File: src/rtl/dd_pkg.sv
`timescale 1ns / 1ps

package dd_pkg;

  localparam int unsigned DAY_W   = 5;
  localparam int unsigned MONTH_W = 4;
  localparam int unsigned YEAR_W  = 14;
  localparam int unsigned DIFF_W  = 23;
  localparam int unsigned ORD_W   = 23;
  localparam int unsigned DBM_W   = 9;

  // x / 25 for x below 2**12 as (x * 5243) >> 17
  localparam int unsigned RECIP_W     = 13;
  localparam int unsigned PROD_W      = 25;
  localparam int unsigned RECIP_SHIFT = 17;
  localparam int unsigned QUOT_W      = 8;
  localparam logic [RECIP_W-1:0] RECIP_25 = 13'd5243;

  localparam int unsigned REM_W = 7;
  localparam logic [YEAR_W-1:0] CENTURY = 14'd100;
  localparam logic [ORD_W-1:0] DAYS_PER_YEAR = 23'd365;

  localparam logic [MONTH_W-1:0] MONTH_JAN = 4'd1;
  localparam logic [MONTH_W-1:0] MONTH_FEB = 4'd2;
  localparam logic [MONTH_W-1:0] MONTH_DEC = 4'd12;

  typedef struct packed {
    logic [DAY_W-1:0]   day;
    logic [MONTH_W-1:0] month;
    logic [YEAR_W-1:0]  year;
  } date_t;

  typedef struct packed {
    logic [DAY_W-1:0]   day;
    logic [MONTH_W-1:0] month;
    logic [YEAR_W-1:0]  year;
    logic [YEAR_W-1:0]  prev_year;
  } clamp_t;

  typedef struct packed {
    logic [DAY_W-1:0]   day;
    logic [MONTH_W-1:0] month;
    logic [YEAR_W-1:0]  year;
    logic [YEAR_W-1:0]  prev_year;
    logic [ORD_W-1:0]   years_days;
    logic [PROD_W-1:0]  prod_prev;
    logic [PROD_W-1:0]  prod_year;
  } mult_t;

  typedef struct packed {
    logic [DAY_W-1:0]   day;
    logic [MONTH_W-1:0] month;
    logic               year_div4;
    logic [ORD_W-1:0]   base;
    logic [QUOT_W-1:0]  cent_prev;
    logic [QUOT_W-1:0]  cent_year;
    logic [REM_W-1:0]   rem_year;
  } quot_t;

  function automatic logic [DBM_W-1:0] days_before_month(input logic [MONTH_W-1:0] m);
    logic [DBM_W-1:0] r;
    unique case (m)
      4'd1:    r = 9'd0;
      4'd2:    r = 9'd31;
      4'd3:    r = 9'd59;
      4'd4:    r = 9'd90;
      4'd5:    r = 9'd120;
      4'd6:    r = 9'd151;
      4'd7:    r = 9'd181;
      4'd8:    r = 9'd212;
      4'd9:    r = 9'd243;
      4'd10:   r = 9'd273;
      4'd11:   r = 9'd304;
      4'd12:   r = 9'd334;
      default: r = 9'd0;
    endcase
    return r;
  endfunction

endpackage

File: src/rtl/date_difference_days_top.sv
`timescale 1ns / 1ps
// throughput: one item per cycle, five register stages, stalls freeze the whole pipe
// stall_o follows stall_i while the output register holds an untaken result
// reset: rst_ni asynchronous active low, clears all stage valid bits
// payload registers are not reset

module date_difference_days_top #(
  parameter int unsigned YEAR_MAX = 9999
) (
  input  logic                      clk_i,
  input  logic                      rst_ni,
  input  logic                      valid_i,
  output logic                      stall_o,
  input  logic [dd_pkg::DAY_W-1:0]   first_day_i,
  input  logic [dd_pkg::MONTH_W-1:0] first_month_i,
  input  logic [dd_pkg::YEAR_W-1:0]  first_year_i,
  input  logic [dd_pkg::DAY_W-1:0]   second_day_i,
  input  logic [dd_pkg::MONTH_W-1:0] second_month_i,
  input  logic [dd_pkg::YEAR_W-1:0]  second_year_i,
  output logic                      valid_o,
  input  logic                      stall_i,
  output logic [dd_pkg::DIFF_W-1:0]  day_difference_o
);

  localparam int unsigned YearLimit = (1 << dd_pkg::YEAR_W) - 1;
  localparam int unsigned YearCap   = (YEAR_MAX > YearLimit) ? YearLimit : YEAR_MAX;
  localparam logic [dd_pkg::YEAR_W-1:0] YearCapW = dd_pkg::YEAR_W'(YearCap);
  localparam int unsigned Stages = 5;

  logic [Stages-1:0] valid_d, valid_q;
  logic              adv;

  dd_pkg::date_t  in_date [2];
  dd_pkg::clamp_t s1_d [2], s1_q [2];
  dd_pkg::mult_t  s2_d [2], s2_q [2];
  dd_pkg::quot_t  s3_d [2], s3_q [2];
  logic [dd_pkg::ORD_W-1:0]  s4_d [2], s4_q [2];
  logic [dd_pkg::DIFF_W-1:0] diff_d, diff_q;

  logic [dd_pkg::ORD_W:0]    diff_wide;

  assign adv     = !(valid_q[Stages-1] && stall_i);
  assign stall_o = !adv;
  assign valid_o = valid_q[Stages-1];
  assign day_difference_o = diff_q;

  assign in_date[0] = '{day: first_day_i, month: first_month_i, year: first_year_i};
  assign in_date[1] = '{day: second_day_i, month: second_month_i, year: second_year_i};

  // clamp month and year, the day passes through
  always_comb begin
    for (int i = 0; i < 2; i++) begin
      s1_d[i].day = in_date[i].day;
      if (in_date[i].month < dd_pkg::MONTH_JAN) begin
        s1_d[i].month = dd_pkg::MONTH_JAN;
      end else if (in_date[i].month > dd_pkg::MONTH_DEC) begin
        s1_d[i].month = dd_pkg::MONTH_DEC;
      end else begin
        s1_d[i].month = in_date[i].month;
      end
      if (in_date[i].year == '0) begin
        s1_d[i].year = dd_pkg::YEAR_W'(1);
      end else if (in_date[i].year > YearCapW) begin
        s1_d[i].year = YearCapW;
      end else begin
        s1_d[i].year = in_date[i].year;
      end
      s1_d[i].prev_year = s1_d[i].year - dd_pkg::YEAR_W'(1);
    end
  end

  // products for whole years and division by 100
  always_comb begin
    for (int i = 0; i < 2; i++) begin
      s2_d[i].day        = s1_q[i].day;
      s2_d[i].month      = s1_q[i].month;
      s2_d[i].year       = s1_q[i].year;
      s2_d[i].prev_year  = s1_q[i].prev_year;
      s2_d[i].years_days = dd_pkg::ORD_W'(s1_q[i].prev_year) * dd_pkg::DAYS_PER_YEAR;
      s2_d[i].prod_prev  = dd_pkg::PROD_W'(s1_q[i].prev_year[dd_pkg::YEAR_W-1:2])
                           * dd_pkg::PROD_W'(dd_pkg::RECIP_25);
      s2_d[i].prod_year  = dd_pkg::PROD_W'(s1_q[i].year[dd_pkg::YEAR_W-1:2])
                           * dd_pkg::PROD_W'(dd_pkg::RECIP_25);
    end
  end

  // quotients, century remainder, base day count
  always_comb begin
    logic [dd_pkg::YEAR_W-1:0] rem_full;
    rem_full = '0;
    for (int i = 0; i < 2; i++) begin
      s3_d[i].day       = s2_q[i].day;
      s3_d[i].month     = s2_q[i].month;
      s3_d[i].year_div4 = (s2_q[i].year[1:0] == 2'd0);
      s3_d[i].cent_prev = s2_q[i].prod_prev[dd_pkg::RECIP_SHIFT +: dd_pkg::QUOT_W];
      s3_d[i].cent_year = s2_q[i].prod_year[dd_pkg::RECIP_SHIFT +: dd_pkg::QUOT_W];
      rem_full = s2_q[i].year - dd_pkg::YEAR_W'(s3_d[i].cent_year) * dd_pkg::CENTURY;
      s3_d[i].rem_year  = rem_full[dd_pkg::REM_W-1:0];
      s3_d[i].base      = s2_q[i].years_days
                          + dd_pkg::ORD_W'(s2_q[i].prev_year[dd_pkg::YEAR_W-1:2]);
    end
  end

  // day ordinal of each date
  always_comb begin
    logic leap;
    leap = 1'b0;
    for (int i = 0; i < 2; i++) begin
      leap = s3_q[i].year_div4
             && ((s3_q[i].rem_year != '0) || (s3_q[i].cent_year[1:0] == 2'd0));
      s4_d[i] = s3_q[i].base
                - dd_pkg::ORD_W'(s3_q[i].cent_prev)
                + dd_pkg::ORD_W'(s3_q[i].cent_prev[dd_pkg::QUOT_W-1:2])
                + dd_pkg::ORD_W'(dd_pkg::days_before_month(s3_q[i].month))
                + dd_pkg::ORD_W'(leap && (s3_q[i].month > dd_pkg::MONTH_FEB))
                + dd_pkg::ORD_W'(s3_q[i].day);
    end
  end

  // difference with saturation
  always_comb begin
    diff_wide = {1'b0, s4_q[1]} - {1'b0, s4_q[0]};
    if (diff_wide[dd_pkg::ORD_W] != diff_wide[dd_pkg::ORD_W-1]) begin
      diff_d = {diff_wide[dd_pkg::ORD_W], {(dd_pkg::DIFF_W-1){!diff_wide[dd_pkg::ORD_W]}}};
    end else begin
      diff_d = diff_wide[dd_pkg::DIFF_W-1:0];
    end
  end

  assign valid_d = {valid_q[Stages-2:0], valid_i};

  always_ff @(posedge clk_i or negedge rst_ni) begin
    if (!rst_ni) begin
      valid_q <= '0;
    end else if (adv) begin
      valid_q <= valid_d;
    end
  end

  always_ff @(posedge clk_i) begin
    if (adv) begin
      s1_q   <= s1_d;
      s2_q   <= s2_d;
      s3_q   <= s3_d;
      s4_q   <= s4_d;
      diff_q <= diff_d;
    end
  end

endmodule

File: config.mk
export PLATFORM = sky130hd
export DESIGN_NAME = date_difference_days_top
export DESIGN_NICKNAME = d
export VERILOG_FILES = /design/src/rtl/dd_pkg.sv /design/src/rtl/date_difference_days_top.sv
export SDC_FILE = /design/constraint.sdc
export NUM_CORES = 2
export LEC_CHECK = 0
export ABC_CLOCK_PERIOD_IN_PS = 15800
export BUFFER_PORTS_ARGS = -buffer_cell sky130_fd_sc_hd__clkbuf_2
export CORE_AREA = 8 8 350 352
export CTS_CLUSTER_SIZE = 30
export DETAILED_ROUTE_END_ITERATION = 10
export DIE_AREA = 0 0 358 360
export PLACE_DENSITY_LB_ADDON = 0.1
export SETUP_SLACK_MARGIN = 0.5
export SYNTH_ARGS = -nofsm -noshare
export SYNTH_HDL_FRONTEND = slang
export SYNTH_SLANG_ARGS = --single-unit
File: constraint.sdc
create_clock -name clk_i -period 15.8 [get_ports clk_i]
set_input_delay 2.37 -clock clk_i [delete_from_list [all_inputs] [get_ports clk_i]]
set_output_delay 2.37 -clock clk_i [all_outputs]
set_load 0.03 [all_outputs]
; Word level (Yosys, flattened, before mapping)
; Memory sizes are Yosys's and may differ from the RTL's. A register that Yosys moved wholly into a read port is not among the register bits.
; Cells that the tools add are included.
[classes]
order_cmp = 8
mux = 9
eq_ne = 1
add_sub_neg = 17
n_reduce_logical = 18
mul = 8
[ops]
columns = operator, count
row1 = $mul 12x13->25 const B, 4
row2 = $mux 14, 4
row3 = $add 23x1->23, 2
row4 = $add 23x12->23, 2
row5 = $add 23x5->23, 2
row6 = $add 23x6->23, 2
row7 = $add 23x9->23, 2
row8 = $mul 14x9->23 const B, 2
row9 = $sub 23x8->23, 2
row10 = $gt 14x14->1 const B, 2
row11 = $logic_not 14->1, 2
row12 = $sub 14x1->14 const B, 2
row13 = $sub 23x23->24, 1
row14 = $mux 23, 1
row15 = $mul 8x5->5 const B, 2
row16 = $mux 4, 4
row17 = $reduce_bool 7->1, 2
row18 = $sub 7x7->7, 2
row19 = $gt 4x2->1 const B, 2
row20 = $gt 4x4->1 const B, 2
row21 = $logic_not 2->1, 4
row22 = $lt 4x1->1 const B, 2
row23 = $logic_and 1x1->1, 5
row24 = $reduce_or 2->1, 2
row25 = other kinds (3), 4
[word_totals]
output_inout_bits = 25
wordCells = 105
in_bits = 50
reg_bits = 454
mem_bits_ro = 288
memories = 2
[mem_list]
columns = memory, depth, width, rd, rd_clocked_by_memory_dff, write_ports, line
row1 = (no name shown), 16, 9, 1, 1, 0, dd_pkg.sv:62  ; unique case (m)
row2 = (no name shown), 16, 9, 1, 1, 0, dd_pkg.sv:62

; Longest topological paths before layout
[logic_depth]
ltp_word = 6
depth_mapped = 20
ltp_nobuf = 20

; Least setup slack after synthesis
; OpenSTA, ideal clock, no wires.
[synth_timing]
path_kind = input -> output
start = input port stall_i
end = output port stall_o
t_required_ps = 13430
arrival_ps = 15325
path_slack_ps = -1895
n_path_buf = 1
path_stages = 3
path_cell_list = nand2_1 -> clkbuf_1 -> inv_1
[synth_between]
elab_chain_len = 1
[synth_lines]
columns = element, line
row1 = from (decl), date_difference_days_top.sv:21  ; input logic stall_i,
row2 = $logic_and 1x1->1, date_difference_days_top.sv:42  ; assign adv = !(valid_q[Stages-1] && stall_i);
row3 = to (decl), date_difference_days_top.sv:13  ; output logic stall_o,
; Every way passes these cells.

==> out/metrics.csv <==
metric,value,unit
die area,129000,µm²
Setup WS post-layout,10120,ps
Die X,358,µm
post-route ant nets,0,
die height,360,µm
area share of and/or/nand/nor cells after synthesis,0.0671,
buffer count from post-CTS setup fixing,0,
startpoint types,flop,
fmax,176,MHz
status,finished clean,
endpoint type of the worst setup path,flop,
CTS resizes,0,
first-pass GRT wire length,124000,µm
"most common cell after layout, fill and taps aside",inv_1,
Synth Area in Compound Gates,0.0731,
Max Cap Viol,0,
Slew HR,0.190,
Area Overhead vs Synth,11.6,%
Worst Clk Skew,25.1,ps
RSZ-0062 raised after global routing,false,
"Net Count, Synth",4050,
Filler Cell Count,12078,
worst slack at placement,10080,ps
worst-skew pair later-pin latency,610,ps
port bufs,74,
TritonCTS clock tree,done,
met3 routed WL,1880,µm
post-detail-place hpwl,61500,µm
syn avg cell area,11.1,µm²
Mapped Area,34800,µm²
CTS H-tree lvls,2,
Met2 Wirelength,34400,µm
Synth Warn #,0,
Core Region,117000,µm²
root buffer cell,clkbuf_16,
Crit Path Max Fanout,5,
Clock Path Buffers,3,
drt wl/cell,15.6,µm
CTS sink count,394,
Most used DFF post-synth,edfxtp_1,
"commonest non-fill, non-tap cells in the layout","inv_1, ha_1, edfxtp_1",
Rows,126,
I/O pin cnt,75,
Post-CTS Hold Buffers,0,
Adder-Cell Fraction of Synth Area,0.390,
initial antenna violation count,1,
largest net degree at the start of global routing,149,
nets,4167,
Post-synth EDFFs,371,
Slew @ Worst Pin,1180,ps
Pre-Repair DR Iteration Count,5,
Tmin final,5680,ps
M1 wire length,37400,µm
Final Hold Vio Count,0,
DR top layer,met5,
via count,20799,
setup TNS,0,ps
Hold Path Class,reg -> reg,
"flops & latches, synth",394,
vias per cell,4.32,
Initial Util,0.297,
CTS buffer count,51,
RD Place Congestion,0.766,
layout cells sized above 1,0.0653,
clock input transition at the sequential cells of the worst setup and hold paths,60,ps
fin cells,4815,
largest family of logic cells by synthesized area,adder cells,
Final Slew Violations,0,
Synth cell types,81,
vias in the first global route,22640,
period utilization,0.360,
Ant. Diodes,0,
drt initial violations,763,
Overall Global Routing Usage,0.119,
mux cell area share after synthesis,0.00695,
final setup fails,0,
post-synthesis async set-or-reset flop share,0.0127,
gr ovfl total,0,
dpl cells,4720,
XOR/XNOR share of the synthesized area,0.0441,
sequential element share of the synthesized area,0.334,
"Data required, critical path",16140,ps
synthesized instance count,3120,
DRC violations left,0,
final wirelength,74900,µm
critical path type,reg -> reg,
arrival time of the worst setup path,6020,ps
synthesized netlist by cell type (8+ instances only):
library cell	n	area [µm²]
a211oi_1	27	203
a21o_1	36	270
a21oi_1	108	541
a31o_2	8	70.1
a31oi_1	14	87.6
and2_1	16	100
and3_1	13	81.3
clkbuf_1	16	60.1
dfxtp_1	18	360
edfxtp_1	371	11100
fa_1	309	6190
ha_1	571	7140
inv_1	756	2840
maj3_2	19	214
mux2_2	8	90.1
mux2i_1	14	140
nand2_1	82	308
nand2b_1	29	181
nand3_1	33	165
nand3b_1	8	60.1
nand4_1	8	50.1
nand4b_1	9	78.8
nor2_1	142	533
nor2b_1	22	138
nor3_1	40	200
nor4_1	13	81.3
o211ai_1	8	60.1
o21a_1	24	180
o21ai_0	61	305
o21ai_1	18	90.1
o21bai_1	8	60.1
o31a_1	9	78.8
o31ai_1	11	82.6
or2_2	9	56.3
or3_1	16	100
xnor2_1	129	1130
xor2_1	44	385
final cells by class:
cell class / count / area [µm²] / share of cell area
multi-input combinational: 1951 / 20200 / 0.521
sequential: 394 / 11600 / 0.300
inverter: 757 / 2840 / 0.0733
tap: 1536 / 1920 / 0.0496
clock buffer: 62 / 1320 / 0.0340
timing repair buffer: 82 / 455 / 0.0117
clock inverter: 33 / 399 / 0.0103
layer usage:
metal | up-vias | GRT usage
li1 | 10660 | -
met1 | 9891 | 0.167
met2 | 164 | 0.198
met3 | 82 | 0.0150
met4 | 2 | 0.0221
met5 | - | 0
flip-flops by register name, summed over array words and instances (netlist names), named ones only:
register          count
day_difference_o     23
s2_q                128
valid_q               5
s3_q                100
s4_q                 46
s1_q                 74
critical path, stage by stage (launching register included):
cell	delay (ps)
edfxtp_1	500
inv_1	110
fa_1	560
fa_1	530
fa_1	530
inv_1	50
fa_1	480
inv_1	50
fa_1	480
inv_1	50
ha_1	170
a21o_1	170
a21o_1	170
a21o_1	180
a2111oi_0	740
o31ai_1	250
o21a_1	230
nor2_1	110
xnor2_1	70
path summary, 6_finish.rpt:
check | start | endpoint | slack (ps) | cells after the start
setup / recovery | s1_q[22] | s2_q[21] | 10120 | 18
hold / removal | s1_q[68] | s2_q[214] | 420 | 0
setup reg to reg | s1_q[22] | s2_q[21] | 10120 | 18
hold reg to reg | s1_q[68] | s2_q[214] | 420 | 0
max in group asynchronous | rst_ni | valid_q[3] | 14080 | 1
min in group asynchronous | rst_ni | valid_q[0] | 1580 | 1
per-stage QoR:
step | utilization | hold slack (ps) | area, µm²
after floorplan | - | 400 | 34800
after global placement | 0.317 | 400 | 37100
after detailed placement | 0.317 | 405 | 37100
after CTS | 0.332 | 415 | 38800
after global routing | 0.332 | 419 | 38800
final | 0.332 | 417 | 38800
kinds of logic (layout without fill, tap and decap cells):
group,after synthesis,after routing
adders and majority gates,901,901
buffers and inverters,775,934
and+or+nand+nor,465,465
DFF,394,394
AOI/OAI and AO/OA,388,388
xor gates and xnor gates,174,174
muxes,23,23
Power is not shown: default switching activity piles up to over one toggle a cycle in this logic, so the estimate is an artifact.
